[config.mk]
export PLATFORM = sky130hd
export DESIGN_NAME = mlkem_coefficient_compress_pack
export DESIGN_NICKNAME = d
export VERILOG_FILES = /design/src/hdl/mlkcp_pkg.sv /design/src/hdl/mlkcp_lane.sv /design/src/hdl/mlkcp_pack.sv /design/src/hdl/mlkem_coefficient_compress_pack.sv
export VERILOG_INCLUDE_DIRS = /design/src /design/src/hdl
export SDC_FILE = /design/constraint.sdc
export NUM_CORES = 2
export LEC_CHECK = 0
export BUFFER_PORTS_ARGS = -buffer_cell sky130_fd_sc_hd__buf_2
export CAP_MARGIN = 20
export CORE_MARGIN = 3
export CORE_UTILIZATION = 35
export CTS_BUF_LIST = sky130_fd_sc_hd__clkbuf_16
export CTS_CLUSTER_DIAMETER = 200
export DETAILED_ROUTE_END_ITERATION = 12
export GPL_ROUTABILITY_DRIVEN = 0
export PLACE_DENSITY_LB_ADDON = 0.1
export RECOVER_POWER = 50
export REMOVE_ABC_BUFFERS = 1
export SYNTH_ARGS = -nofsm -noshare
export SYNTH_HDL_FRONTEND = slang
export SYNTH_SLANG_ARGS = --single-unit
[constraint.sdc]
create_clock -name clk -period 10.3 [get_ports clk]
set_clock_uncertainty 0.2 [all_clocks]
set_input_delay 1.545 -clock clk [delete_from_list [all_inputs] [get_ports clk]]
set_output_delay 1.545 -clock clk [all_outputs]
set_load 0.01 [all_outputs]
[src/hdl/assert_macros.svh]
// Assertion macros for the compress and pack RTL, included by the pack stage.
`ifndef ASSERT_MACROS_SVH
`define ASSERT_MACROS_SVH

// Checked on every clock edge outside reset.
`define MLKCP_ASSERT(lbl, prop, msg) \
	lbl: assert property (@(posedge clk) disable iff (!arst_n) (prop)) else $error(msg);

// Checked on every clock edge, reset included.
`define MLKCP_ASSERT_ANY(lbl, prop, msg) \
	lbl: assert property (@(posedge clk) (prop)) else $error(msg);

`endif

[src/hdl/mlkcp_pkg.sv]
// Constants, types and helpers for the ML-KEM coefficient compress and pack block.
package mlkcp_pkg;

	localparam int COEFS_PER_POLY = 256;
	localparam int LANES          = 4;
	localparam int INPUT_FIELDS   = 4;
	localparam int ACTIVE_LANES   = (LANES < INPUT_FIELDS) ? LANES : INPUT_FIELDS;
	localparam int ITEMS_RAW      = COEFS_PER_POLY / LANES;
	localparam int ITEMS_PER_POLY = (ITEMS_RAW > 0) ? ITEMS_RAW : 1;
	localparam int GRP_W          = (ITEMS_PER_POLY > 1) ? $clog2(ITEMS_PER_POLY) : 1;

	localparam int COEF_W   = 12;
	localparam int D_MAX    = 11;
	localparam int NUM_W    = COEF_W + D_MAX;
	localparam int RECIP_W  = 15;
	localparam int PROD_W   = NUM_W + RECIP_W;
	localparam int QEST_W   = 12;
	localparam int CHK_W    = QEST_W + 12;
	localparam int RES_W    = 7;
	localparam int NRES_W   = 3;
	localparam int FIELD_W  = ACTIVE_LANES * D_MAX;
	localparam int TOT_W    = $clog2(RES_W + FIELD_W + 1);
	localparam int OUT_BYTES = 6;
	localparam int OUT_W    = OUT_BYTES * 8;
	localparam int CNT_W    = 3;
	localparam int ACC_W    = OUT_W + 8;
	localparam int IN_W     = INPUT_FIELDS * COEF_W;
	localparam int OUT_TDATA_W = ((OUT_W + CNT_W + 7) / 8) * 8;

	localparam logic [COEF_W-1:0]  MOD_Q       = 12'd3329;
	localparam logic [NUM_W-1:0]   HALF_Q      = NUM_W'(1664);
	localparam logic [RECIP_W-1:0] RECIP_Q     = 15'd20159;
	localparam int                 RECIP_SHIFT = 26;

	localparam logic [1:0] MODE_D4  = 2'd0;
	localparam logic [1:0] MODE_D5  = 2'd1;
	localparam logic [1:0] MODE_D10 = 2'd2;
	localparam logic [1:0] MODE_D11 = 2'd3;

	typedef logic [COEF_W-1:0] coef_t;
	typedef logic [D_MAX-1:0]  code_t;

	typedef struct packed {
		logic en_s1;
		logic en_s2;
	} pipe_ctl_t;

	function automatic logic [3:0] code_width(input logic [1:0] mode);
		logic [3:0] d;
		unique case (mode)
			MODE_D4:  d = 4'd4;
			MODE_D5:  d = 4'd5;
			MODE_D10: d = 4'd10;
			MODE_D11: d = 4'd11;
			default:  d = 4'd4;
		endcase
		return d;
	endfunction

	function automatic logic [TOT_W-1:0] lane_bits(input logic [1:0] mode);
		logic [TOT_W-1:0] b;
		unique case (mode)
			MODE_D4:  b = TOT_W'(ACTIVE_LANES * 4);
			MODE_D5:  b = TOT_W'(ACTIVE_LANES * 5);
			MODE_D10: b = TOT_W'(ACTIVE_LANES * 10);
			MODE_D11: b = TOT_W'(ACTIVE_LANES * 11);
			default:  b = TOT_W'(ACTIVE_LANES * 4);
		endcase
		return b;
	endfunction

endpackage

[src/hdl/mlkcp_lane.sv]
// One compression lane: round(x * 2^d / q) by reciprocal multiply and one correction.
module mlkcp_lane
	import mlkcp_pkg::*;
(
	input  logic      clk,
	input  pipe_ctl_t ctl,
	input  logic [1:0] mode,
	input  coef_t     coef,
	output code_t     code,
	output logic      err
);

	logic [NUM_W-1:0]  num;
	logic [PROD_W-1:0] prod;
	logic [NUM_W-1:0]  num_s1;
	logic [QEST_W-1:0] qest_s1;
	logic              err_s1;
	logic [CHK_W-1:0]  chk;
	logic [QEST_W-1:0] quot;
	code_t             mask;
	code_t             code_s2;
	logic              err_s2;

	assign num  = (NUM_W'(coef) << code_width(mode)) + HALF_Q;
	assign prod = PROD_W'(num) * PROD_W'(RECIP_Q);

	always_ff @(posedge clk) begin
		if (ctl.en_s1) begin
			num_s1  <= num;
			qest_s1 <= prod[RECIP_SHIFT +: QEST_W];
			err_s1  <= (coef >= MOD_Q);
		end
	end

	// estimate is exact or one high
	assign chk  = CHK_W'(qest_s1) * CHK_W'(MOD_Q);
	assign quot = (chk > CHK_W'(num_s1)) ? qest_s1 - 1'b1 : qest_s1;
	assign mask = code_t'((D_MAX+1)'(1) << code_width(mode)) - 1'b1;

	always_ff @(posedge clk) begin
		if (ctl.en_s2) begin
			code_s2 <= quot[D_MAX-1:0] & mask;
			err_s2  <= err_s1;
		end
	end

	assign code = code_s2;
	assign err  = err_s2;

endmodule

[src/hdl/mlkcp_pack.sv]
// Merge stage: packs lane codes onto the bit reservoir and registers the output beat.
`include "assert_macros.svh"
module mlkcp_pack
	import mlkcp_pkg::*;
(
	input  logic             clk,
	input  logic             arst_n,
	input  logic [1:0]       mode,
	input  logic             ld,
	input  logic             in_valid,
	input  code_t            codes [ACTIVE_LANES],
	input  logic [ACTIVE_LANES-1:0] errs,
	output logic             out_valid,
	output logic [OUT_W-1:0] out_bytes,
	output logic [CNT_W-1:0] out_count,
	output logic             out_last,
	output logic             out_err
);

	logic [RES_W-1:0]   res_q;
	logic [NRES_W-1:0]  nres_q;
	logic [GRP_W-1:0]   grp_q;
	logic               valid_s3;
	logic [OUT_W-1:0]   bytes_s3;
	logic [CNT_W-1:0]   cnt_s3;
	logic               last_s3;
	logic               err_s3;

	logic [FIELD_W-1:0] field;
	logic [ACC_W-1:0]   acc;
	logic [TOT_W-1:0]   total;
	logic [CNT_W-1:0]   cnt;
	logic [OUT_W-1:0]   packed_c;
	logic [RES_W-1:0]   rem;
	logic               last_c;
	logic               commit;

	always_comb begin
		field = '0;
		for (int i = 0; i < ACTIVE_LANES; i++) begin
			unique case (mode)
				MODE_D4:  field[i*4 +: 4]   = codes[i][3:0];
				MODE_D5:  field[i*5 +: 5]   = codes[i][4:0];
				MODE_D10: field[i*10 +: 10] = codes[i][9:0];
				MODE_D11: field[i*11 +: 11] = codes[i][10:0];
				default:  field[i*4 +: 4]   = codes[i][3:0];
			endcase
		end
	end

	assign acc   = ACC_W'(res_q) | (ACC_W'(field) << nres_q);
	assign total = TOT_W'(nres_q) + lane_bits(mode);
	assign cnt   = CNT_W'(total >> 3);
	assign rem   = acc[{cnt, 3'b000} +: RES_W];

	always_comb begin
		packed_c = '0;
		for (int k = 0; k < OUT_BYTES; k++) begin
			if (CNT_W'(k) < cnt)
				packed_c[k*8 +: 8] = acc[k*8 +: 8];
		end
	end

	assign last_c = (grp_q == GRP_W'(ITEMS_PER_POLY - 1));
	assign commit = ld && in_valid;

	always_ff @(posedge clk or negedge arst_n) begin
		if (!arst_n) begin
			res_q    <= '0;
			nres_q   <= '0;
			grp_q    <= '0;
			valid_s3 <= 1'b0;
		end else begin
			if (ld)
				valid_s3 <= in_valid;
			if (commit) begin
				if (last_c) begin
					res_q  <= '0;
					nres_q <= '0;
					grp_q  <= '0;
				end else begin
					res_q  <= rem;
					nres_q <= total[NRES_W-1:0];
					grp_q  <= grp_q + 1'b1;
				end
			end
		end
	end

	always_ff @(posedge clk) begin
		if (commit) begin
			bytes_s3 <= packed_c;
			cnt_s3   <= cnt;
			last_s3  <= last_c;
			err_s3   <= |errs;
		end
	end

	assign out_valid = valid_s3;
	assign out_bytes = bytes_s3;
	assign out_count = cnt_s3;
	assign out_last  = last_s3;
	assign out_err   = err_s3;

	`MLKCP_ASSERT(a_res_clear_after_last, (commit && last_c) |=> (res_q == '0 && nres_q == '0), "reservoir not cleared after polynomial end")
	`MLKCP_ASSERT(a_res_upper_zero, (RES_W'(res_q >> nres_q) == '0), "reservoir holds bits above its count")
	`MLKCP_ASSERT(a_count_range, valid_s3 |-> (cnt_s3 <= CNT_W'(OUT_BYTES)), "byte count above six")
	`MLKCP_ASSERT(a_bytes_above_count, valid_s3 |-> ((bytes_s3 >> {cnt_s3, 3'b000}) == '0), "bytes beyond count not zero")

endmodule

[src/hdl/mlkem_coefficient_compress_pack.sv]
// ML-KEM coefficient compressor and little-endian bit packer, top level.
// Pipeline: an accepted input beat passes two lane stages and one merge to its output beat.
// Throughput: one beat per clock while m_tready allows; reservoir update is combinational.
// Backpressure stalls only full stages; bubbles are filled while an output beat waits.
// Reset (arst_n low, asynchronous): width mode 4 bits, reservoir and polynomial count cleared,
// pipeline emptied.
module mlkem_coefficient_compress_pack
	import mlkcp_pkg::*;
(
	input  logic                   clk,
	input  logic                   arst_n,
	input  logic                   cfg_valid,
	output logic                   cfg_ready,
	input  logic [1:0]             cfg_data,
	input  logic                   s_tvalid,
	output logic                   s_tready,
	input  logic [IN_W-1:0]        s_tdata,  // coef_0, coef_1, coef_2, coef_3
	output logic                   m_tvalid,
	input  logic                   m_tready,
	output logic [OUT_TDATA_W-1:0] m_tdata,  // packed_bytes, byte_count, zero pad
	output logic                   m_tlast,
	output logic [0:0]             m_tuser   // range_error
);

	logic [1:0]              width_mode_q;
	logic                    v_s1;
	logic                    v_s2;
	logic                    en_s3;
	pipe_ctl_t               ctl;
	code_t                   codes [ACTIVE_LANES];
	logic [ACTIVE_LANES-1:0] errs;
	logic                    out_valid;
	logic [OUT_W-1:0]        out_bytes;
	logic [CNT_W-1:0]        out_count;
	logic                    out_last;
	logic                    out_err;

	assign cfg_ready = 1'b1;

	always_ff @(posedge clk or negedge arst_n) begin
		if (!arst_n)
			width_mode_q <= MODE_D4;
		else if (cfg_valid && cfg_ready)
			width_mode_q <= cfg_data;
	end

	assign en_s3      = !out_valid || m_tready;
	assign ctl.en_s2  = !v_s2 || en_s3;
	assign ctl.en_s1  = !v_s1 || ctl.en_s2;
	assign s_tready   = ctl.en_s1;

	always_ff @(posedge clk or negedge arst_n) begin
		if (!arst_n) begin
			v_s1 <= 1'b0;
			v_s2 <= 1'b0;
		end else begin
			if (ctl.en_s1)
				v_s1 <= s_tvalid;
			if (ctl.en_s2)
				v_s2 <= v_s1;
		end
	end

	for (genvar i = 0; i < ACTIVE_LANES; i++) begin : g_lane
		mlkcp_lane u_lane (
			.clk  (clk),
			.ctl  (ctl),
			.mode (width_mode_q),
			.coef (s_tdata[i*COEF_W +: COEF_W]),
			.code (codes[i]),
			.err  (errs[i])
		);
	end

	mlkcp_pack u_pack (
		.clk       (clk),
		.arst_n    (arst_n),
		.mode      (width_mode_q),
		.ld        (en_s3),
		.in_valid  (v_s2),
		.codes     (codes),
		.errs      (errs),
		.out_valid (out_valid),
		.out_bytes (out_bytes),
		.out_count (out_count),
		.out_last  (out_last),
		.out_err   (out_err)
	);

	assign m_tvalid = out_valid;
	assign m_tdata  = OUT_TDATA_W'({out_count, out_bytes});
	assign m_tlast  = out_last;
	assign m_tuser  = out_err;

endmodule
==> key figures <==
Timing
  • Crit path time final: 9.65 ns
  • Final setup viols: 0
  • Final Max Tran Viols: 228
  • Max Fclk: 104 MHz
  • Worst-margin pin slew: 7.23 ns
  • Final period util: 93.7%
  • Rel. slew slack: -382%
  • Final hold vios: 0
  • RSZ-0062 raised after global routing: no

Synthesis
  • Synth area leader: ha_1
  • Seq/Total Area, Yosys: 17.0%
  • Synthesized cell area: 0.0462 mm2
  • Synth cell types: 96
  • Async set or reset register ratio after synthesis: 7.20%
  • Top cell type's share of synthesized area: 25.4%
  • Number of synthesized flops with an enable pin: 245
  • Synthesized area per cell: 10.1 um2
  • Count leader, synth: inv_1
  • Post-synthesis register bit count: 264
  • Cells after Synth: 4,559
  • Yosys warnings: 0
  • Top_reg_cell synth: edfxtp_1
  • Post-synth top cells: inv_1, ha_1, fa_1
  • Synth top area cells: ha_1, fa_1, edfxtp_1, inv_1, xnor2_1

Floorplanning
  • Die Span Y: 369 um
  • Row count: 132
  • I/O pin total: 116
  • Die W: 369 um
  • Initial Util: 35.4%
  • Total die area: 0.136 mm2
  • Core area: 0.130 mm2

Finish
  • Area growth from synthesis to layout: 9.02%
  • Post-Route Utilization: 38.6%
  • FF+latch area: 0.00784 mm2
  • Share of cells above drive strength 1: 4.91%
  • Filler Cells Inserted: 13,216
  • Nets: 6,357
  • Multi-input logic area: 0.0344 mm2

Detailed routing
  • Final ANT Viol Nets: 0
  • Vias: 31,341
  • WL per Instance: 18.7 um
  • Drt total wl: 123 mm
  • Initial DRT Pass Iterations: 7
  • DR vias/cell: 4.77
  • 1st-iter DRT viols: 1,745
  • DRC violations left: 0

GRT
  • First-pass GRT wire length: 194 mm
  • Vias in the first global route: 33,176
  • Largest net degree at the start of global routing: 125
  • Overflow after GRT: 0
  • Initial antenna violation count: 9
  • Overall routing resource usage: 18.5%

Critical path
  • Most used cell, CP: fa_1
  • FF-to-FF setup slack: 0.65 ns
  • Critical path capture point type: flop
  • Crit Path Max Fanout: 41
  • Worst EP arrival: 9.76 ns
  • Slowest CP cell: dfrtp_4
  • Crit Path Category: reg -> reg
  • Startpoint Class: flop
  • Slowest Stage Delay on Critical Path: 0.72 ns
  • Req. time, crit path: 10.41 ns

CTS
  • CTS buffer count: 36
  • CTS sink count: 264
  • Clock Latency Late Sink: 0.57 ns
  • Post-CTS setup repair buffer count: 0
  • H-tree level count: 2
  • Clock slew at reported path FFs: 0.05 ns
  • CTS tree: built
  • Hold_buf cts: 0
  • Cts repair resizes: 0
  • CTS root buf: clkbuf_16
  • Max clock buf depth: 3

Outcome
  • Outcome: finished, violations left
  • Violated checks: max-capacitance violations, max-slew violations

Place
  • DPL Wire Length: 106 mm
  • Buffers on Ports: 109

Worst hold path
  • Hold WC Path Type: reg -> reg

Job
  • Max Cap Viol: 4
[final timing paths]
path                                    startpoint                           end  depth (start not counted)
min in group asynchronous                   arst_n               u_pack.grp_q[5]                          1
setup reg to reg                   width_mode_q[0]  g_lane[1].u_lane.qest_s1[10]                         29
hold / removal             g_lane[2].u_lane.err_s1          g_lane[2].u_lane.err                          0
hold reg to reg            g_lane[2].u_lane.err_s1          g_lane[2].u_lane.err                          0
max in group asynchronous                   arst_n               width_mode_q[0]                          1
setup / recovery                   width_mode_q[0]  g_lane[1].u_lane.qest_s1[10]                         29
[kinds of logic (layout without fill, tap and decap cells)]
family	after synthesis	in the layout	synth area share, %
adders and majority gates	1509	1509	50.1
xor gates and xnor gates	192	192	3.78
DFF	264	264	17.0
and+or+nand+nor	736	736	7.74
muxes	133	133	3.44
buffers and inverters	1128	1285	9.50
AOI/OAI and AO/OA	595	595	8.44
other	2	109	0.0163
[layout make-up]
class	instances	area share, %
multi-input combinational	3273	68.2
inverter	1048	7.82
clock inverter	29	0.380
tap	1742	4.33
timing repair buffer	172	1.86
clock buffer	36	1.79
antenna	1	0.00497
sequential	264	15.6
[cell usage in the layout (no fill, tap or decap), types with 12 or more instances in the layout]
| master | count |
|---|---|
| a211oi_1 | 33 |
| a21boi_0 | 19 |
| a21o_1 | 87 |
| a21oi_1 | 162 |
| a22o_1 | 14 |
| a31oi_1 | 22 |
| and2_1 | 23 |
| and3_1 | 23 |
| buf_2 | 54 |
| buf_4 | 51 |
| clkbuf_1 | 65 |
| clkbuf_16 | 36 |
| conb_1 | 108 |
| dfrtp_1 | 16 |
| edfxtp_1 | 245 |
| fa_1 | 569 |
| ha_1 | 938 |
| inv_1 | 1052 |
| mux2_2 | 23 |
| mux2i_1 | 91 |
| mux4_2 | 13 |
| nand2_1 | 197 |
| nand2b_1 | 23 |
| nand3_1 | 59 |
| nand4_1 | 52 |
| nor2_1 | 200 |
| nor2b_1 | 47 |
| nor3_1 | 38 |
| o21a_1 | 23 |
| o21ai_0 | 107 |
| o22ai_1 | 12 |
| or3_1 | 19 |
| xnor2_1 | 135 |
| xor2_1 | 50 |
[layer usage]
metal,track usage [%],up-vias,part of all wire (%),routed length [um]
li1,-,15445,-,-
met5,0,-,0.0057,7
met2,29.5,403,45,55300
met1,27.0,15415,50,61300
met3,2.16,76,3.6,4410
met4,3.27,2,1.5,1840
[critical path: cells and delay by family (launching register included)]
family                   cells  cell delay [ns]
AO/OA/AOI/OAI               11             3.04
XOR/XNOR                     1             0.08
adder cells (fa/ha/maj)      8             3.64
buffers and inverters        5             0.92
flip-flops                   1             0.72
AND/OR/NAND/NOR              4             0.63
[sequential cells by signal, summed over array words and instances, names as in the netlist, 2 cells and up]
| name | count |
|---|---|
| u_pack.out_bytes | 48 |
| u_pack.out_count | 3 |
| g_lane.u_lane.code | 44 |
| g_lane.u_lane.num_s1 | 92 |
| u_pack.res_q | 7 |
| g_lane.u_lane.qest_s1 | 48 |
| width_mode_q | 2 |
| g_lane.u_lane.err_s1 | 4 |
| g_lane.u_lane.err | 4 |
| u_pack.grp_q | 6 |
[stage by stage]
stage          setup TNS [ns]  instance area, um2  hold WS [ns]  instances  setup slack (ns)
4_1_cts                     0               50500         0.229       6564             0.642
5_1_grt                     0               50300         0.242       6565             0.105
3_3_place_gp                0               49400         0.222       6499             0.529
6_report                    0               50300         0.226       6565             0.651
3_5_place_dp                0               49400         0.214       6499             0.365
2_1_floorplan          -69.49               46100         0.200       4585             -2.56
Power is left out: the tool's default activity adds up to more than one toggle a clock period on the data nets, which glitch-free logic cannot reach.
